## src/rtl/core/ebalu_pkg.sv

```systemverilog
// Shared operation codes, flag type and constants of the 8-bit CPU ALU.
`default_nettype none

package ebalu_pkg;

	// Operation codes; code 31 is unused and passes everything through
	typedef enum logic [4:0] {
		OP_ADD   = 5'd0,
		OP_ADC   = 5'd1,
		OP_SUB   = 5'd2,
		OP_SBC   = 5'd3,
		OP_AND   = 5'd4,
		OP_XOR   = 5'd5,
		OP_OR    = 5'd6,
		OP_CP    = 5'd7,
		OP_INC   = 5'd8,
		OP_DEC   = 5'd9,
		OP_RLC   = 5'd10,
		OP_RRC   = 5'd11,
		OP_RL    = 5'd12,
		OP_RR    = 5'd13,
		OP_SLA   = 5'd14,
		OP_SRA   = 5'd15,
		OP_SWAP  = 5'd16,
		OP_SRL   = 5'd17,
		OP_BIT   = 5'd18,
		OP_RES   = 5'd19,
		OP_SET   = 5'd20,
		OP_DAA   = 5'd21,
		OP_CPL   = 5'd22,
		OP_SCF   = 5'd23,
		OP_CCF   = 5'd24,
		OP_RLCA  = 5'd25,
		OP_RRCA  = 5'd26,
		OP_RLA   = 5'd27,
		OP_RRA   = 5'd28,
		OP_ADD16 = 5'd29,
		OP_ADDSP = 5'd30
	} op_t;

	typedef struct packed {
		logic z;
		logic n;
		logic h;
		logic c;
	} flags_t;

	localparam logic [7:0] DAA_LIMIT   = 8'h99;
	localparam logic [7:0] DAA_ADJ_HI  = 8'h60;
	localparam logic [7:0] DAA_ADJ_LO  = 8'h06;
	localparam logic [3:0] DIGIT_LIMIT = 4'h9;
	localparam logic [7:0] BYTE_ZERO   = 8'h00;

endpackage

`default_nettype wire

```

## src/rtl/core/ebalu_exec.sv

```systemverilog
// Single-pass ALU datapath: result and new flags for one request.
`default_nettype none

module ebalu_exec (
	input  logic [4:0]        operation,
	input  logic [15:0]       operand_a,
	input  logic [15:0]       operand_b,
	input  logic [2:0]        bit_index,
	input  ebalu_pkg::flags_t flags_in,
	output logic [15:0]       result,
	output ebalu_pkg::flags_t flags_out
);

	ebalu_pkg::op_t op;
	logic [7:0]  a;
	logic [7:0]  b;
	logic        cin_add;
	logic        cin_sub;
	logic [8:0]  sum9;
	logic [4:0]  hsum5;
	logic [8:0]  dif9;
	logic [4:0]  hdif5;
	logic [7:0]  inc8;
	logic [7:0]  dec8;
	logic [16:0] sum17;
	logic [12:0] hsum13;
	logic [15:0] sp_sum;
	logic [8:0]  sp_c9;
	logic [4:0]  sp_h5;
	logic [7:0]  mask;
	logic        daa_hi;
	logic        daa_lo;
	logic [7:0]  daa_add;
	logic [7:0]  daa_sub;
	logic [7:0]  rot8;
	logic        rot_c;
	logic        is_acc;

	assign op = ebalu_pkg::op_t'(operation);
	assign a  = operand_a[7:0];
	assign b  = operand_b[7:0];

	// Carry-in only for the with-carry forms
	assign cin_add = (op == ebalu_pkg::OP_ADC) & flags_in.c;
	assign cin_sub = (op == ebalu_pkg::OP_SBC) & flags_in.c;

	assign sum9  = {1'b0, a} + {1'b0, b} + {8'd0, cin_add};
	assign hsum5 = {1'b0, a[3:0]} + {1'b0, b[3:0]} + {4'd0, cin_add};
	assign dif9  = {1'b0, a} - {1'b0, b} - {8'd0, cin_sub};
	assign hdif5 = {1'b0, a[3:0]} - {1'b0, b[3:0]} - {4'd0, cin_sub};

	assign inc8 = a + 8'd1;
	assign dec8 = a - 8'd1;

	assign sum17  = {1'b0, operand_a} + {1'b0, operand_b};
	assign hsum13 = {1'b0, operand_a[11:0]} + {1'b0, operand_b[11:0]};

	assign sp_sum = operand_a + {{8{b[7]}}, b};
	assign sp_c9  = {1'b0, operand_a[7:0]} + {1'b0, b};
	assign sp_h5  = {1'b0, operand_a[3:0]} + {1'b0, b[3:0]};

	assign mask = 8'd1 << bit_index;

	// Decimal adjust: low nibble is untouched by the high correction
	assign daa_hi  = flags_in.c | (a > ebalu_pkg::DAA_LIMIT);
	assign daa_lo  = flags_in.h | (a[3:0] > ebalu_pkg::DIGIT_LIMIT);
	assign daa_add = a + (daa_hi ? ebalu_pkg::DAA_ADJ_HI : ebalu_pkg::BYTE_ZERO)
		+ (daa_lo ? ebalu_pkg::DAA_ADJ_LO : ebalu_pkg::BYTE_ZERO);
	assign daa_sub = a - (flags_in.c ? ebalu_pkg::DAA_ADJ_HI : ebalu_pkg::BYTE_ZERO)
		- (flags_in.h ? ebalu_pkg::DAA_ADJ_LO : ebalu_pkg::BYTE_ZERO);

	assign is_acc = (op == ebalu_pkg::OP_RLCA) || (op == ebalu_pkg::OP_RRCA)
		|| (op == ebalu_pkg::OP_RLA) || (op == ebalu_pkg::OP_RRA);

	// Rotate and shift group
	always_comb begin
		rot8  = a;
		rot_c = 1'b0;
		case (op)
			ebalu_pkg::OP_RLC, ebalu_pkg::OP_RLCA: begin
				rot8  = {a[6:0], a[7]};
				rot_c = a[7];
			end
			ebalu_pkg::OP_RRC, ebalu_pkg::OP_RRCA: begin
				rot8  = {a[0], a[7:1]};
				rot_c = a[0];
			end
			ebalu_pkg::OP_RL, ebalu_pkg::OP_RLA: begin
				rot8  = {a[6:0], flags_in.c};
				rot_c = a[7];
			end
			ebalu_pkg::OP_RR, ebalu_pkg::OP_RRA: begin
				rot8  = {flags_in.c, a[7:1]};
				rot_c = a[0];
			end
			ebalu_pkg::OP_SLA: begin
				rot8  = {a[6:0], 1'b0};
				rot_c = a[7];
			end
			ebalu_pkg::OP_SRA: begin
				rot8  = {a[7], a[7:1]};
				rot_c = a[0];
			end
			ebalu_pkg::OP_SWAP: begin
				rot8  = {a[3:0], a[7:4]};
				rot_c = 1'b0;
			end
			ebalu_pkg::OP_SRL: begin
				rot8  = {1'b0, a[7:1]};
				rot_c = a[0];
			end
			default: begin
				rot8  = a;
				rot_c = 1'b0;
			end
		endcase
	end

	always_comb begin
		result    = operand_a;
		flags_out = flags_in;
		case (op)
			ebalu_pkg::OP_ADD, ebalu_pkg::OP_ADC: begin
				result    = {ebalu_pkg::BYTE_ZERO, sum9[7:0]};
				flags_out = '{z: ~|sum9[7:0], n: 1'b0, h: hsum5[4], c: sum9[8]};
			end
			ebalu_pkg::OP_SUB, ebalu_pkg::OP_SBC: begin
				result    = {ebalu_pkg::BYTE_ZERO, dif9[7:0]};
				flags_out = '{z: ~|dif9[7:0], n: 1'b1, h: hdif5[4], c: dif9[8]};
			end
			ebalu_pkg::OP_CP: begin
				flags_out = '{z: ~|dif9[7:0], n: 1'b1, h: hdif5[4], c: dif9[8]};
			end
			ebalu_pkg::OP_AND: begin
				result    = {ebalu_pkg::BYTE_ZERO, a & b};
				flags_out = '{z: ~|(a & b), n: 1'b0, h: 1'b1, c: 1'b0};
			end
			ebalu_pkg::OP_XOR: begin
				result    = {ebalu_pkg::BYTE_ZERO, a ^ b};
				flags_out = '{z: ~|(a ^ b), n: 1'b0, h: 1'b0, c: 1'b0};
			end
			ebalu_pkg::OP_OR: begin
				result    = {ebalu_pkg::BYTE_ZERO, a | b};
				flags_out = '{z: ~|(a | b), n: 1'b0, h: 1'b0, c: 1'b0};
			end
			ebalu_pkg::OP_INC: begin
				result    = {ebalu_pkg::BYTE_ZERO, inc8};
				flags_out = '{z: ~|inc8, n: 1'b0, h: &a[3:0], c: flags_in.c};
			end
			ebalu_pkg::OP_DEC: begin
				result    = {ebalu_pkg::BYTE_ZERO, dec8};
				flags_out = '{z: ~|dec8, n: 1'b1, h: &dec8[3:0], c: flags_in.c};
			end
			ebalu_pkg::OP_RLC, ebalu_pkg::OP_RRC, ebalu_pkg::OP_RL,
			ebalu_pkg::OP_RR, ebalu_pkg::OP_SLA, ebalu_pkg::OP_SRA,
			ebalu_pkg::OP_SWAP, ebalu_pkg::OP_SRL, ebalu_pkg::OP_RLCA,
			ebalu_pkg::OP_RRCA, ebalu_pkg::OP_RLA, ebalu_pkg::OP_RRA: begin
				result    = {ebalu_pkg::BYTE_ZERO, rot8};
				flags_out = '{z: ~is_acc & ~|rot8, n: 1'b0, h: 1'b0, c: rot_c};
			end
			ebalu_pkg::OP_BIT: begin
				flags_out = '{z: ~|(a & mask), n: 1'b0, h: 1'b1, c: flags_in.c};
			end
			ebalu_pkg::OP_RES: begin
				result = {ebalu_pkg::BYTE_ZERO, a & ~mask};
			end
			ebalu_pkg::OP_SET: begin
				result = {ebalu_pkg::BYTE_ZERO, a | mask};
			end
			ebalu_pkg::OP_DAA: begin
				if (flags_in.n) begin
					result    = {ebalu_pkg::BYTE_ZERO, daa_sub};
					flags_out = '{z: ~|daa_sub, n: 1'b1, h: 1'b0, c: flags_in.c};
				end else begin
					result    = {ebalu_pkg::BYTE_ZERO, daa_add};
					flags_out = '{z: ~|daa_add, n: 1'b0, h: 1'b0, c: daa_hi};
				end
			end
			ebalu_pkg::OP_CPL: begin
				result    = {ebalu_pkg::BYTE_ZERO, ~a};
				flags_out = '{z: flags_in.z, n: 1'b1, h: 1'b1, c: flags_in.c};
			end
			ebalu_pkg::OP_SCF: begin
				flags_out = '{z: flags_in.z, n: 1'b0, h: 1'b0, c: 1'b1};
			end
			ebalu_pkg::OP_CCF: begin
				flags_out = '{z: flags_in.z, n: 1'b0, h: 1'b0, c: ~flags_in.c};
			end
			ebalu_pkg::OP_ADD16: begin
				result    = sum17[15:0];
				flags_out = '{z: flags_in.z, n: 1'b0, h: hsum13[12], c: sum17[16]};
			end
			ebalu_pkg::OP_ADDSP: begin
				result    = sp_sum;
				flags_out = '{z: 1'b0, n: 1'b0, h: sp_h5[4], c: sp_c9[8]};
			end
			default: begin
				result    = operand_a;
				flags_out = flags_in;
			end
		endcase
	end

endmodule

`default_nettype wire

```

## src/rtl/core/eight_bit_cpu_alu_with_flags_core.sv

```systemverilog
// Top level of the 8-bit CPU ALU: request register, datapath, result register.
//
// Usage:
//   Input channel: in_valid / in_stall carry one request (operation, two
//   operands, bit index and the current Z, N, H, C flags). A request is
//   taken at a rising edge where in_valid is high and in_stall is low.
//   Output channel: out_valid / out_stall carry one result (16-bit value
//   and the new flags) per request, in request order.
//   Path: an accepted request is held in the request register, then goes
//   through one pass of the ALU datapath into the result register, which
//   drives out_valid and the result outputs.
//   Throughput: one request per cycle while the output is not stalled, set
//   by the single-pass datapath; stage 1 still fills while stage 2 is held.
//   Stall: while out_stall holds a waiting result, the request register
//   still takes one more request; in_stall rises only once both stages
//   are full and the output is stalled. A stalled result does not change.
//   Reset: arst_n low clears both valid bits at once; no results are
//   pending afterward and in_stall is low, so a request can be taken right away.
`default_nettype none

module eight_bit_cpu_alu_with_flags_core (
	input  logic        clk,
	input  logic        arst_n,
	// request channel
	input  logic        in_valid,
	output logic        in_stall,
	input  logic [4:0]  operation,
	input  logic [15:0] operand_a,
	input  logic [15:0] operand_b,
	input  logic [2:0]  bit_index,
	input  logic        zero_in,
	input  logic        subtract_in,
	input  logic        half_in,
	input  logic        carry_in,
	// result channel
	output logic        out_valid,
	input  logic        out_stall,
	output logic [15:0] result,
	output logic        zero_out,
	output logic        subtract_out,
	output logic        half_out,
	output logic        carry_out
);

	// Request register (stage 1)
	logic              valid_s1;
	logic [4:0]        op_s1;
	logic [15:0]       a_s1;
	logic [15:0]       b_s1;
	logic [2:0]        bidx_s1;
	ebalu_pkg::flags_t flags_s1;

	// Result register (stage 2)
	logic              valid_s2;
	logic [15:0]       res_s2;
	ebalu_pkg::flags_t flags_s2;

	// Datapath outputs
	logic [15:0]       alu_res;
	ebalu_pkg::flags_t alu_flags;

	logic              load_s2;
	logic              load_s1;

	// Advance stage 2 whenever it is empty or its result is being taken
	assign load_s2  = ~valid_s2 | ~out_stall;
	// Stall requests only when stage 1 is full and cannot move on
	assign in_stall = valid_s1 & ~load_s2;
	assign load_s1  = ~in_stall;

	always_ff @(posedge clk or negedge arst_n) begin
		if (!arst_n) begin
			valid_s1 <= 1'b0;
			valid_s2 <= 1'b0;
		end else begin
			if (load_s1) begin
				valid_s1 <= in_valid;
			end
			if (load_s2) begin
				valid_s2 <= valid_s1;
			end
		end
	end

	// Payload: capture on advance, hold otherwise
	always_ff @(posedge clk) begin
		if (load_s1 && in_valid) begin
			op_s1    <= operation;
			a_s1     <= operand_a;
			b_s1     <= operand_b;
			bidx_s1  <= bit_index;
			flags_s1 <= '{z: zero_in, n: subtract_in, h: half_in, c: carry_in};
		end
		if (load_s2 && valid_s1) begin
			res_s2   <= alu_res;
			flags_s2 <= alu_flags;
		end
	end

	ebalu_exec u_exec (
		.operation (op_s1),
		.operand_a (a_s1),
		.operand_b (b_s1),
		.bit_index (bidx_s1),
		.flags_in  (flags_s1),
		.result    (alu_res),
		.flags_out (alu_flags)
	);

	// Drive the result channel straight from stage 2
	assign out_valid    = valid_s2;
	assign result       = res_s2;
	assign zero_out     = flags_s2.z;
	assign subtract_out = flags_s2.n;
	assign half_out     = flags_s2.h;
	assign carry_out    = flags_s2.c;

endmodule

`default_nettype wire

```

## config.mk

```make
export PLATFORM = sky130hd
export DESIGN_NAME = eight_bit_cpu_alu_with_flags_core
export DESIGN_NICKNAME = d
export VERILOG_FILES = /design/src/rtl/core/ebalu_pkg.sv /design/src/rtl/core/ebalu_exec.sv /design/src/rtl/core/eight_bit_cpu_alu_with_flags_core.sv
export SDC_FILE = /design/constraint.sdc
export NUM_CORES = 1
export LEC_CHECK = 0
export BUFFER_PORTS_ARGS = -buffer_cell sky130_fd_sc_hd__buf_2
export CORE_MARGIN = 4
export CORE_UTILIZATION = 30
export DETAILED_ROUTE_END_ITERATION = 16
export GPL_ROUTABILITY_DRIVEN = 0
export GPL_TIMING_DRIVEN = 0
export PLACE_DENSITY = 0.43
export RECOVER_POWER = 50
export SYNTH_ARGS = -nofsm -noshare
export SYNTH_HDL_FRONTEND = slang
export SYNTH_SLANG_ARGS = --single-unit
export TNS_END_PERCENT = 50
```

## constraint.sdc

```tcl
create_clock -name clk -period 5.6 [get_ports clk]
set_clock_uncertainty 0.2 [all_clocks]
set_input_delay 1.12 -clock clk [delete_from_list [all_inputs] [get_ports clk]]
set_output_delay 1.12 -clock clk [all_outputs]
set_load 0.03 [all_outputs]
```

---- Yosys cells after proc, flatten, opt, wreduce, memory -nomap -nowiden ----
Index checks and enable logic that the tools add are counted.
storage, ports and cells
  bits in registers ....................... 66
  bits in latches ......................... 0
  RAM bits ................................ 0
  bits in read-only memories .............. 0
  input bits .............................. 48
  output and inout bits ................... 22
  word-level logic and storage cells ...... 136
  memories ................................ 0
operators by class
  $add $sub $neg .......................... 17
  multipliers ............................. 0
  div/mod/pow operators ................... 0
  order comparisons ....................... 2
  equal/unequal tests ..................... 30
  shift-type cells ........................ 1
  muxes and demuxes ....................... 10
  bitwise logic cells ..................... 21
  reductions and logical operators ........ 40
operators with widths
  kind                                           number
  case mux 16 bit (14 select lines)              1
  OR reduction 8 bit                             11
  == test 5 bit, second input constant           15
  case mux 8 bit (8 select lines)                1
  case mux 4 bit (15 select lines)               1
  == test 5 x 4 -> 1 bit, second input constant  8
  bitwise AND 8 bit                              3
  == test 5 x 3 -> 1 bit, second input constant  4
  adder 16 x 16 -> 17 bit                        1
  adder 16 bit                                   1
  adder 8 bit                                    2
  inverter 8 bit                                 2
  OR 8 bit                                       2
  subtractor 8 bit                               2
  two-way mux 7 bit                              2
  adder 12 x 12 -> 13 bit                        1
  OR reduction 12 bit                            1
  OR reduction 2 bit                             6
  zero test 1 bit                                11
  == test 5 x 2 -> 1 bit, second input constant  2
  adder 8 x 8 -> 9 bit                           1
  adder 9 x 1 -> 9 bit                           1
  subtractor 8 x 8 -> 9 bit                      1
  subtractor 9 x 1 -> 9 bit                      1
  25 further kinds                               40

---- Depth between registers and ports, before layout ----
Gate-level depths: netlist of the first run.
  depth in word-level cells ............... 9
  depth in mapped cells ................... 15
  depth with buffers taken out ............ 14

---- By module ----
Synthesis of the first run repeated with hierarchy kept, for this count alone.
second synthesis, totals
  cell total of the unflattened synthesis .. 771
  area, all modules ....................... 6633.9 µm²
by module, submodules not included
  module                             times used  cells each  area an instance (µm²)  sequential area each (µm²)
  ebalu_exec                         1           699         4619.4                  0.0
  eight_bit_cpu_alu_with_flags_core  1           72          2014.4                  1971.9

---- Worst setup path after synthesis of the first run ----
OpenSTA, ideal clock, no wires.
  kind .................................... register to register
  from .................................... reg a_s1[1]
  to ...................................... reg res_s2[7], in the netlist result[7] (data pin)
  setup time .............................. 0.264 ns
  arrival ................................. 3.580 ns
  data required time ...................... 5.136 ns
  path slack .............................. 1.556 ns
  stages on the path, launching flop included .. 16
  buffers on the path ..................... 1
  clock period less this slack ............ 4.044 ns
  path through ............................ edfxtp_1 > buf_1 > inv_1 > ha_1 > o21ai_0 > a21o_1 > ha_1 > inv_1 > fa_1 > nand4b_1 > nand2b_1 > a21oi_1 > and2_1 > o31ai_1 > nand4_1 > o41a_1
between the ends
  cells in the longest elaborated chain, start to end .. 7
  elaborated cells between the ends (all ways) .. 20
  those cells by class .................... add/sub (12); order compare (2); mux (4); bitwise (2)
ends and longest elaborated chain
  item                                   line                                     source
  start: declaration                     eight_bit_cpu_alu_with_flags_core.sv:48  logic [15:0] a_s1;
  start signal: assignment               eight_bit_cpu_alu_with_flags_core.sv:89  a_s1 <= operand_a;
  > comparator 8 bit                     ebalu_exec.sv:65                         assign daa_hi = flags_in.c | (a > ebalu_pkg::DAA_LIMIT);
  OR 1 bit                               ebalu_exec.sv:65
  two-way mux 7 bit                      ebalu_exec.sv:67                         assign daa_add = a + (daa_hi ? ebalu_pkg::DAA_ADJ_HI : ebalu_pkg::BYTE_ZERO)
  adder 8 bit                            ebalu_exec.sv:67
  adder 8 bit                            ebalu_exec.sv:68                         + (daa_lo ? ebalu_pkg::DAA_ADJ_LO : ebalu_pkg::BYTE_ZERO);
  two-way mux 8 bit                      ebalu_exec.sv:171                        if (flags_in.n) begin
  case mux 16 bit (14 select lines) (*)  ebalu_exec.sv:122                        case (op)
  named net alu_res[7]                   eight_bit_cpu_alu_with_flags_core.sv:59  logic [15:0] alu_res;
  end signal: assignment                 eight_bit_cpu_alu_with_flags_core.sv:95  res_s2 <= alu_res;
  end: declaration                       eight_bit_cpu_alu_with_flags_core.sv:55  logic [15:0] res_s2;
The timed path passes the listed nets; every way through them passes the cells marked *.
A chain may end at the register's enable or synchronous reset.

---- Worst setup path after layout of the first run ----
  from .................................... reg op_s1[1]
  to ...................................... reg res_s2[4], in the netlist result[4] (data pin)
between the ends
  cells in the longest elaborated chain, start to end .. 4
  elaborated cells between the ends (all ways) .. 40
  those cells by class .................... add/sub (2); eq/ne (26); mux (2); bitwise (2); reduce/logical (8)
ends and longest elaborated chain
  item                                                     line                                     source
  start: declaration                                       eight_bit_cpu_alu_with_flags_core.sv:47  logic [4:0] op_s1;
  start signal: assignment                                 eight_bit_cpu_alu_with_flags_core.sv:88  op_s1 <= operation;
  == test 5 x 2 -> 1 bit, or another cell as far along     ebalu_exec.sv:45, ebalu_exec.sv:122
  bitwise AND 1 bit, or another cell as far along          ebalu_exec.sv:45                         assign cin_sub = (op == ebalu_pkg::OP_SBC) & flags_in.c;
  subtractor 9 x 1 -> 9 bit, or another cell as far along  ebalu_exec.sv:49                         assign dif9 = {1'b0, a} - {1'b0, b} - {8'd0, cin_sub};
  case mux 16 bit (14 select lines) (*)                    ebalu_exec.sv:122
  named net alu_res[4]                                     eight_bit_cpu_alu_with_flags_core.sv:59
Marks and branches as above.

==> flow_summary.ini, run 1 <==
[timing]
finalWorstSetupSlack_ns = 0.205
fin_crit_sh_pct = 96.3
timing.fmax_ghz = 0.185
fin_crit_ns = 5.39
slew_headroom_pct = -5.90
finalSetupViolations = 0
slew_viol_final = 21
finalSetupTns_ns = 0
tightestPinTransition_ns = 1.59
grt_setup_unrepaired = false
hold_viol_final = 0

[run_status]
violations = max-capacitance violations, max-slew violations
status = finished with violations

[yosys]
synth_area_leader_cell = edfxtp_1
synth_warnings = 0
synth_area_leaders = edfxtp_1 27%, ha_1 11%, nand2_1 3.5%
syn_nets = 947
ys_async_sr_fraction_pct = 3.03
avgSynthCellArea_um2 = 8.53
synth_top_cell_area_share_pct = 27.1
ys_seq_area_share_pct = 27.8
ys.flop_type = edfxtp_1
synth_cell_types = 84
synth_edf_count = 64
netlist_instances = 831
ys_ff_latch = 66
netlist_area_mm2 = 0.00709

[cts]
cts_made_buffers = 9
cts.clk_slew.worst_paths_ns = 0.07
clockBufferDepth = 2
cts.htree.levels = 3
cts_resized = 0
insertion_delay_ns = 0.35
ctsHoldBuffers = 0
cts_setup_buffers = 0
cts-root-buf = clkbuf_16
cts_tree = yes
cts.sinks = 66

[placed_design]
place_inst = 1215
post-place-ws_ns = 0.249
hpwl_um = 21900
portBuffers = 69

[finish]
area_delta_synth_final_pct = 15.3
finish.utilization_pct = 35.7
n_antenna_cell = 0
num-fill-cells = 2418
final_cell_mix = 74 x buf_2, 66 x nand2_1, 64 x ha_1, 64 x edfxtp_1, 63 x nor2_1
layout.cells.non_filler = 1231
drive_gt1_share_pct = 12.6
nets = 1029
final_common_cell = buf_2

[critical_path]
crit_type = reg -> reg
crit_arrival_ns = 5.23
cp-start-kind = flop
crit_slowest_cell = nor4_1
crit_path_end_kind = flop
worstReg2RegStart = op_s1[1]
path_max_fanout = 10
max_stage_delay_ns = 0.58
crit_chain = buf_2, buf_2, buf_1, clkbuf_1, nand4_1, fa_1, fa_1, o21a_1, nor2_1, xor2_1, o22ai_1, nor4_1, o2111ai_1
crit_required_ns = 5.44
reg2reg_to = result[4]
rrSetupSlack_ns = 0.21
r2r_cells = 13

[route]
vias = 7253
antenna_left = 0
drc = 0
drt-initial-drc-count = 757
firstDrtPassIters = 5
vias_per_cell = 5.89
routed_wl_um = 28400
drt-wirelength-per-cell_um = 23.0

[global_routing]
grt_pass1_wl_um = 42400
antenna_found_initial = 0
grt_pass1_vias = 6737
grt_usage_pct = 21.1
overflow = 0
grt_max_degree = 25

[floorplanning]
fp.dieH_um = 162
pin_count = 70
die-area_mm2 = 0.0262
rows = 55
die_x_um = 162
start_util_pct = 30.9
placeableCoreArea_mm2 = 0.0229

[power_and_ir_drop]
peakVddDrop_uv = 115
p_leak_nw = 3.04
powerDensity_mw_per_mm2 = 242

[min_path]
hold_end = out_valid
worstHoldPathCells = 1
hold_path.class = reg -> reg
worst_hold_startpoint = valid_s1

[job]
maxCapViolations = 1
area by class of cell:
cell class	count	area, um2	share of cell area (%)
sequential	66	1970	24.1
clock buffer	9	225	2.76
buffer	46	194	2.37
clock inverter	7	101	1.24
inverter	42	158	1.93
multi-input combinational	677	4770	58.3
tap	313	392	4.79
timing repair buffer	71	363	4.44
synth_stat cells (4+ instances only):
cell / instances
a31oi_1: 9
o21ai_1: 5
buf_1: 4
o21ai_0: 48
a22oi_1: 11
buf_2: 10
nand2b_1: 14
nor2b_1: 11
and4_1: 4
a21oi_1: 46
a222oi_1: 5
o2111ai_1: 10
edfxtp_1: 64
nor3b_1: 5
xor2_1: 15
or3_1: 13
mux2i_1: 6
ha_1: 64
or2_2: 4
a21o_1: 6
o31ai_1: 6
nand3_1: 28
or3b_1: 5
fa_1: 4
clkbuf_1: 31
a32oi_1: 4
nor2_1: 63
and3_1: 7
nor3_1: 24
o211ai_1: 8
or4_1: 5
nand4_1: 16
a211oi_1: 8
and2_1: 12
o21a_1: 6
inv_1: 40
a211o_1: 6
xnor2_1: 27
o22ai_1: 14
o221ai_1: 5
nor4_1: 14
a221oi_1: 8
nand2_1: 66
registers in the layout (all words and copies together) (netlist names), 3 cells and up:
signal,flops
a_s1,16
result,16
bidx_s1,3
flags_s1,4
b_s1,16
op_s1,5
worst max-delay path: cells and delay by family (launching register included):
kind | cells | cell delay (ns)
xor gates and xnor gates | 1 | 0.32
adders and majority gates | 2 | 1.00
DFF | 1 | 0.41
buffers and inverters | 4 | 1.33
AOI/OAI and AO/OA | 3 | 0.67
and+or+nand+nor | 3 | 1.12
per-layer routing:
layer  wire length (um)  up-vias  GRT usage [%]
li1                   -     3353              -
met1              13200     3528           30.5
met2              12000      316           30.9
met3               2240       56           5.10
met4                921        0           7.00
met5                  0        -              0
cell families (layout without fill, tap and decap cells):
logic type	count (synthesis)	count (layout)	share of synthesized area, %
flip-flops	66	66	27.8
multiplexers	9	9	1.32
AND/OR/NAND/NOR	310	310	23.1
adder cells (fa/ha/maj)	68	68	12.4
AO/OA/AOI/OAI	248	248	25.2
buffers and inverters	88	175	4.94
XOR/XNOR	42	42	5.19
report_power, final:
group / internal (W) / switching, W / total (W)
Sequential: 0.000594 / 0.0000330 / 0.000627
Combinational: 0.000245 / 0.000455 / 0.000700
Clock: 0.000394 / 0.000258 / 0.000652
through the flow:
step	hold WS, ns	total power, W	area, um2
2_1_floorplan	0.243	0.00110	7090
5_1_grt	0.322	0.00207	8170
3_3_place_gp	0.263	0.00133	7830
4_1_cts	0.281	0.00200	8200
6_report	0.279	0.00198	8170
3_5_place_dp	0.266	0.00133	7880
worst max path at each step:
stage	from	end	slack [ns]	cells past startpoint
floorplan	a_s1[1]	result[7]	1.56	15
global placement	a_s1[1]	zero_out	0.17	14
detailed placement	a_s1[1]	zero_out	0.25	14
CTS	a_s1[1]	zero_out	0.21	14
global route	op_s1[1]	zero_out	0.01	14
finish	op_s1[1]	result[4]	0.21	13
No activity file was read; power rests on OpenSTA's default activity.
==> run 2: changes to the inputs <==
--- a/config.mk
+++ b/config.mk
@@ -5,6 +5,7 @@
 export SDC_FILE = /design/constraint.sdc
 export NUM_CORES = 1
 export LEC_CHECK = 0
+export ABC_AREA = 1
 export BUFFER_PORTS_ARGS = -buffer_cell sky130_fd_sc_hd__buf_2
 export CORE_MARGIN = 4
 export CORE_UTILIZATION = 30
==> run 2 against run 1 <==
  * The run still ends with max-capacitance violations, max-slew violations left
  * Cell count grew 21%
  * Worst hold slack got worse by 0.018 ns
  * Flip-flop and latch count did not move
  * Clock power down 2%
  * Design area is 2.4% higher
  * Critical endpoint is now zero_out
==> flow_summary.ini, run 2 <==
[floorplanning]
die-area_mm2 = 0.0269
placeableCoreArea_mm2 = 0.0238
start_util_pct = 30.8
rows = 56
fp.dieH_um = 164
die_x_um = 164
pin_count = 70

[timing]
finalSetupViolations = 0
fin_crit_sh_pct = 82.3
slew_viol_final = 21
grt_setup_unrepaired = false
fin_crit_ns = 4.61
finalSetupTns_ns = 0
timing.fmax_ghz = 0.217
whs_ns = 0.262
slew_headroom_pct = -69.7
tightestPinTransition_ns = 2.55
hold_viol_final = 0

[global_routing]
antenna_found_initial = 0
grt_usage_pct = 21.0
use_met3_pct = 3.24
grt_pass1_vias = 7246
use_met2_pct = 32.0
grtUsageMet1_pct = 31.2
grt_pass1_wl_um = 43000
grt_max_degree = 25
overflow = 0
busiest_layer = met2

[placed_design]
place_inst = 1473
hpwl_um = 22500
post_dp_cell_area_mm2 = 0.00809
portBuffers = 69

[finish]
final_cell_mix = 299 x nand2_1, 144 x nor2_1, 118 x nand3_1
area_delta_synth_final_pct = 14.5
n_antenna_cell = 0
num-fill-cells = 2623
drive_gt1_share_pct = 9.91
final_common_cell = nand2_1
layout.cells.non_filler = 1489
fin_area_mm2 = 0.00837
nets = 1281

[yosys]
synth_edf_count = 64
netlist_instances = 1084
ys.flop_type = edfxtp_1
synth_warnings = 0
synth_top_cells_by_count = 299 x nand2_1, 144 x nor2_1, 118 x nand3_1, 111 x inv_1
ys_seq_area_share_pct = 27.0
synth_most_common_cell = nand2_1
synth_cell_types = 48
synth_area_leaders = edfxtp_1 26%, nand2_1 15%, ha_1 11%
ys_async_sr_fraction_pct = 3.03
netlist_area_mm2 = 0.00731
ys_ff_latch = 66
syn_nets = 1200
avgSynthCellArea_um2 = 6.74
synth_top_cell_area_share_pct = 26.3
synth_area_leader_cell = edfxtp_1

[cts]
cts-root-buf = clkbuf_16
cts_tree = yes
ctsHoldBuffers = 0
cts_setup_buffers = 0
cts.htree.levels = 3
cts.sinks = 66
cts_made_buffers = 9
cts_resized = 0
insertion_delay_ns = 0.36
clockBufferDepth = 2
cts.clk_slew.worst_paths_ns = 0.06

[power_and_ir_drop]
p_leak_nw = 3.83
peakVddDrop_uv = 107
powerDensity_mw_per_mm2 = 250

[route]
routed_wl_um = 28300
firstDrtPassIters = 5
vias_per_cell = 5.13
drc = 0
drt-wirelength-per-cell_um = 19.0
vias = 7641
drt-initial-drc-count = 697
antenna_left = 0

[min_path]
worst_hold_startpoint = valid_s1
hold_path.class = reg -> reg

[critical_path]
crit_arrival_ns = 4.50
crit_path_start = a_s1[1]
crit_type = reg -> reg
cp-start-kind = flop
crit_path_end_kind = flop
path_max_fanout = 12
worstReg2RegStart = a_s1[1]
crit_required_ns = 5.48

[run_status]
status = finished with violations
violations = max-capacitance violations, max-slew violations

[job]
maxCapViolations = 1
## run 2: cells by family after synthesis
group | after synthesis | share of synthesized area [%]
buf+inv | 146 | 8.46
fa+ha+maj | 68 | 12.1
simple gates | 650 | 39.2
xor+xnor | 16 | 1.92
flops | 66 | 27.0
compound gates | 138 | 11.4
## run 2: through the flow
step / setup WS [ns] / total power [W] / utilization [%]
4_1_cts: 1.12 / 0.00210 / 35.4
3_5_place_dp: 1.14 / 0.00145 / 34.0
5_1_grt: 0.778 / 0.00222 / 35.2
2_1_floorplan: 2.28 / 0.00119 / -
6_report: 0.989 / 0.00209 / 35.2
3_3_place_gp: 1.08 / 0.00146 / 33.9
## run 2: final cells by class
| cell class | instances | area, um2 | area share (%) |
|---|---|---|---|
| Sequential cell | 66 | 1970 | 23.6 |
| Clock inverter | 5 | 77.6 | 0.927 |
| Buffer | 26 | 168 | 2.00 |
| Tap cell | 319 | 399 | 4.77 |
| Multi-Input combinational cell | 872 | 4720 | 56.4 |
| Inverter | 120 | 450 | 5.38 |
| Clock buffer | 11 | 243 | 2.90 |
| Timing Repair Buffer | 70 | 339 | 4.05 |
## run 2: worst paths after layout
path,to,slack (ns),cells after the start
max in group asynchronous,out_valid,4.74,1
min in group asynchronous,valid_s1,0.34,1
min,out_valid,0.26,2
max reg2reg,zero_out,0.99,21
max,zero_out,0.99,21
min reg2reg,out_valid,0.26,2
## run 2: critical path: stages (launching register included)
cell,delay (ns)
edfxtp_1,0.72
buf_2,0.39
inv_1,0.32
ha_1,0.34
nand2_1,0.12
nand3_1,0.14
o21ai_0,0.21
nand2_1,0.14
nand2_1,0.17
ha_1,0.30
nand2_1,0.10
nor2_1,0.04
nor2_1,0.12
nand2_1,0.07
nand2_1,0.06
nand2_1,0.11
nand3_1,0.11
nand2_1,0.05
nor2_1,0.19
nand2_1,0.17
nor2_1,0.18
nand3_1,0.09
## run 2: per-layer routing
| metal | vias up | wire (um) |
|---|---|---|
| li1 | 3832 | - |
| met1 | 3532 | 14100 |
| met2 | 254 | 12100 |
| met3 | 23 | 1720 |
| met4 | 0 | 471 |
| met5 | - | 0 |
## run 2: where the power goes
part	total, W	internal, W	leakage (nW)	switching [W]
Clock	0.000636	0.000401	0.156	0.000236
Combinational	0.000807	0.000240	3.04	0.000567
Sequential	0.000645	0.000610	0.640	0.0000352
Total	0.00209	0.00125	3.83	0.000838
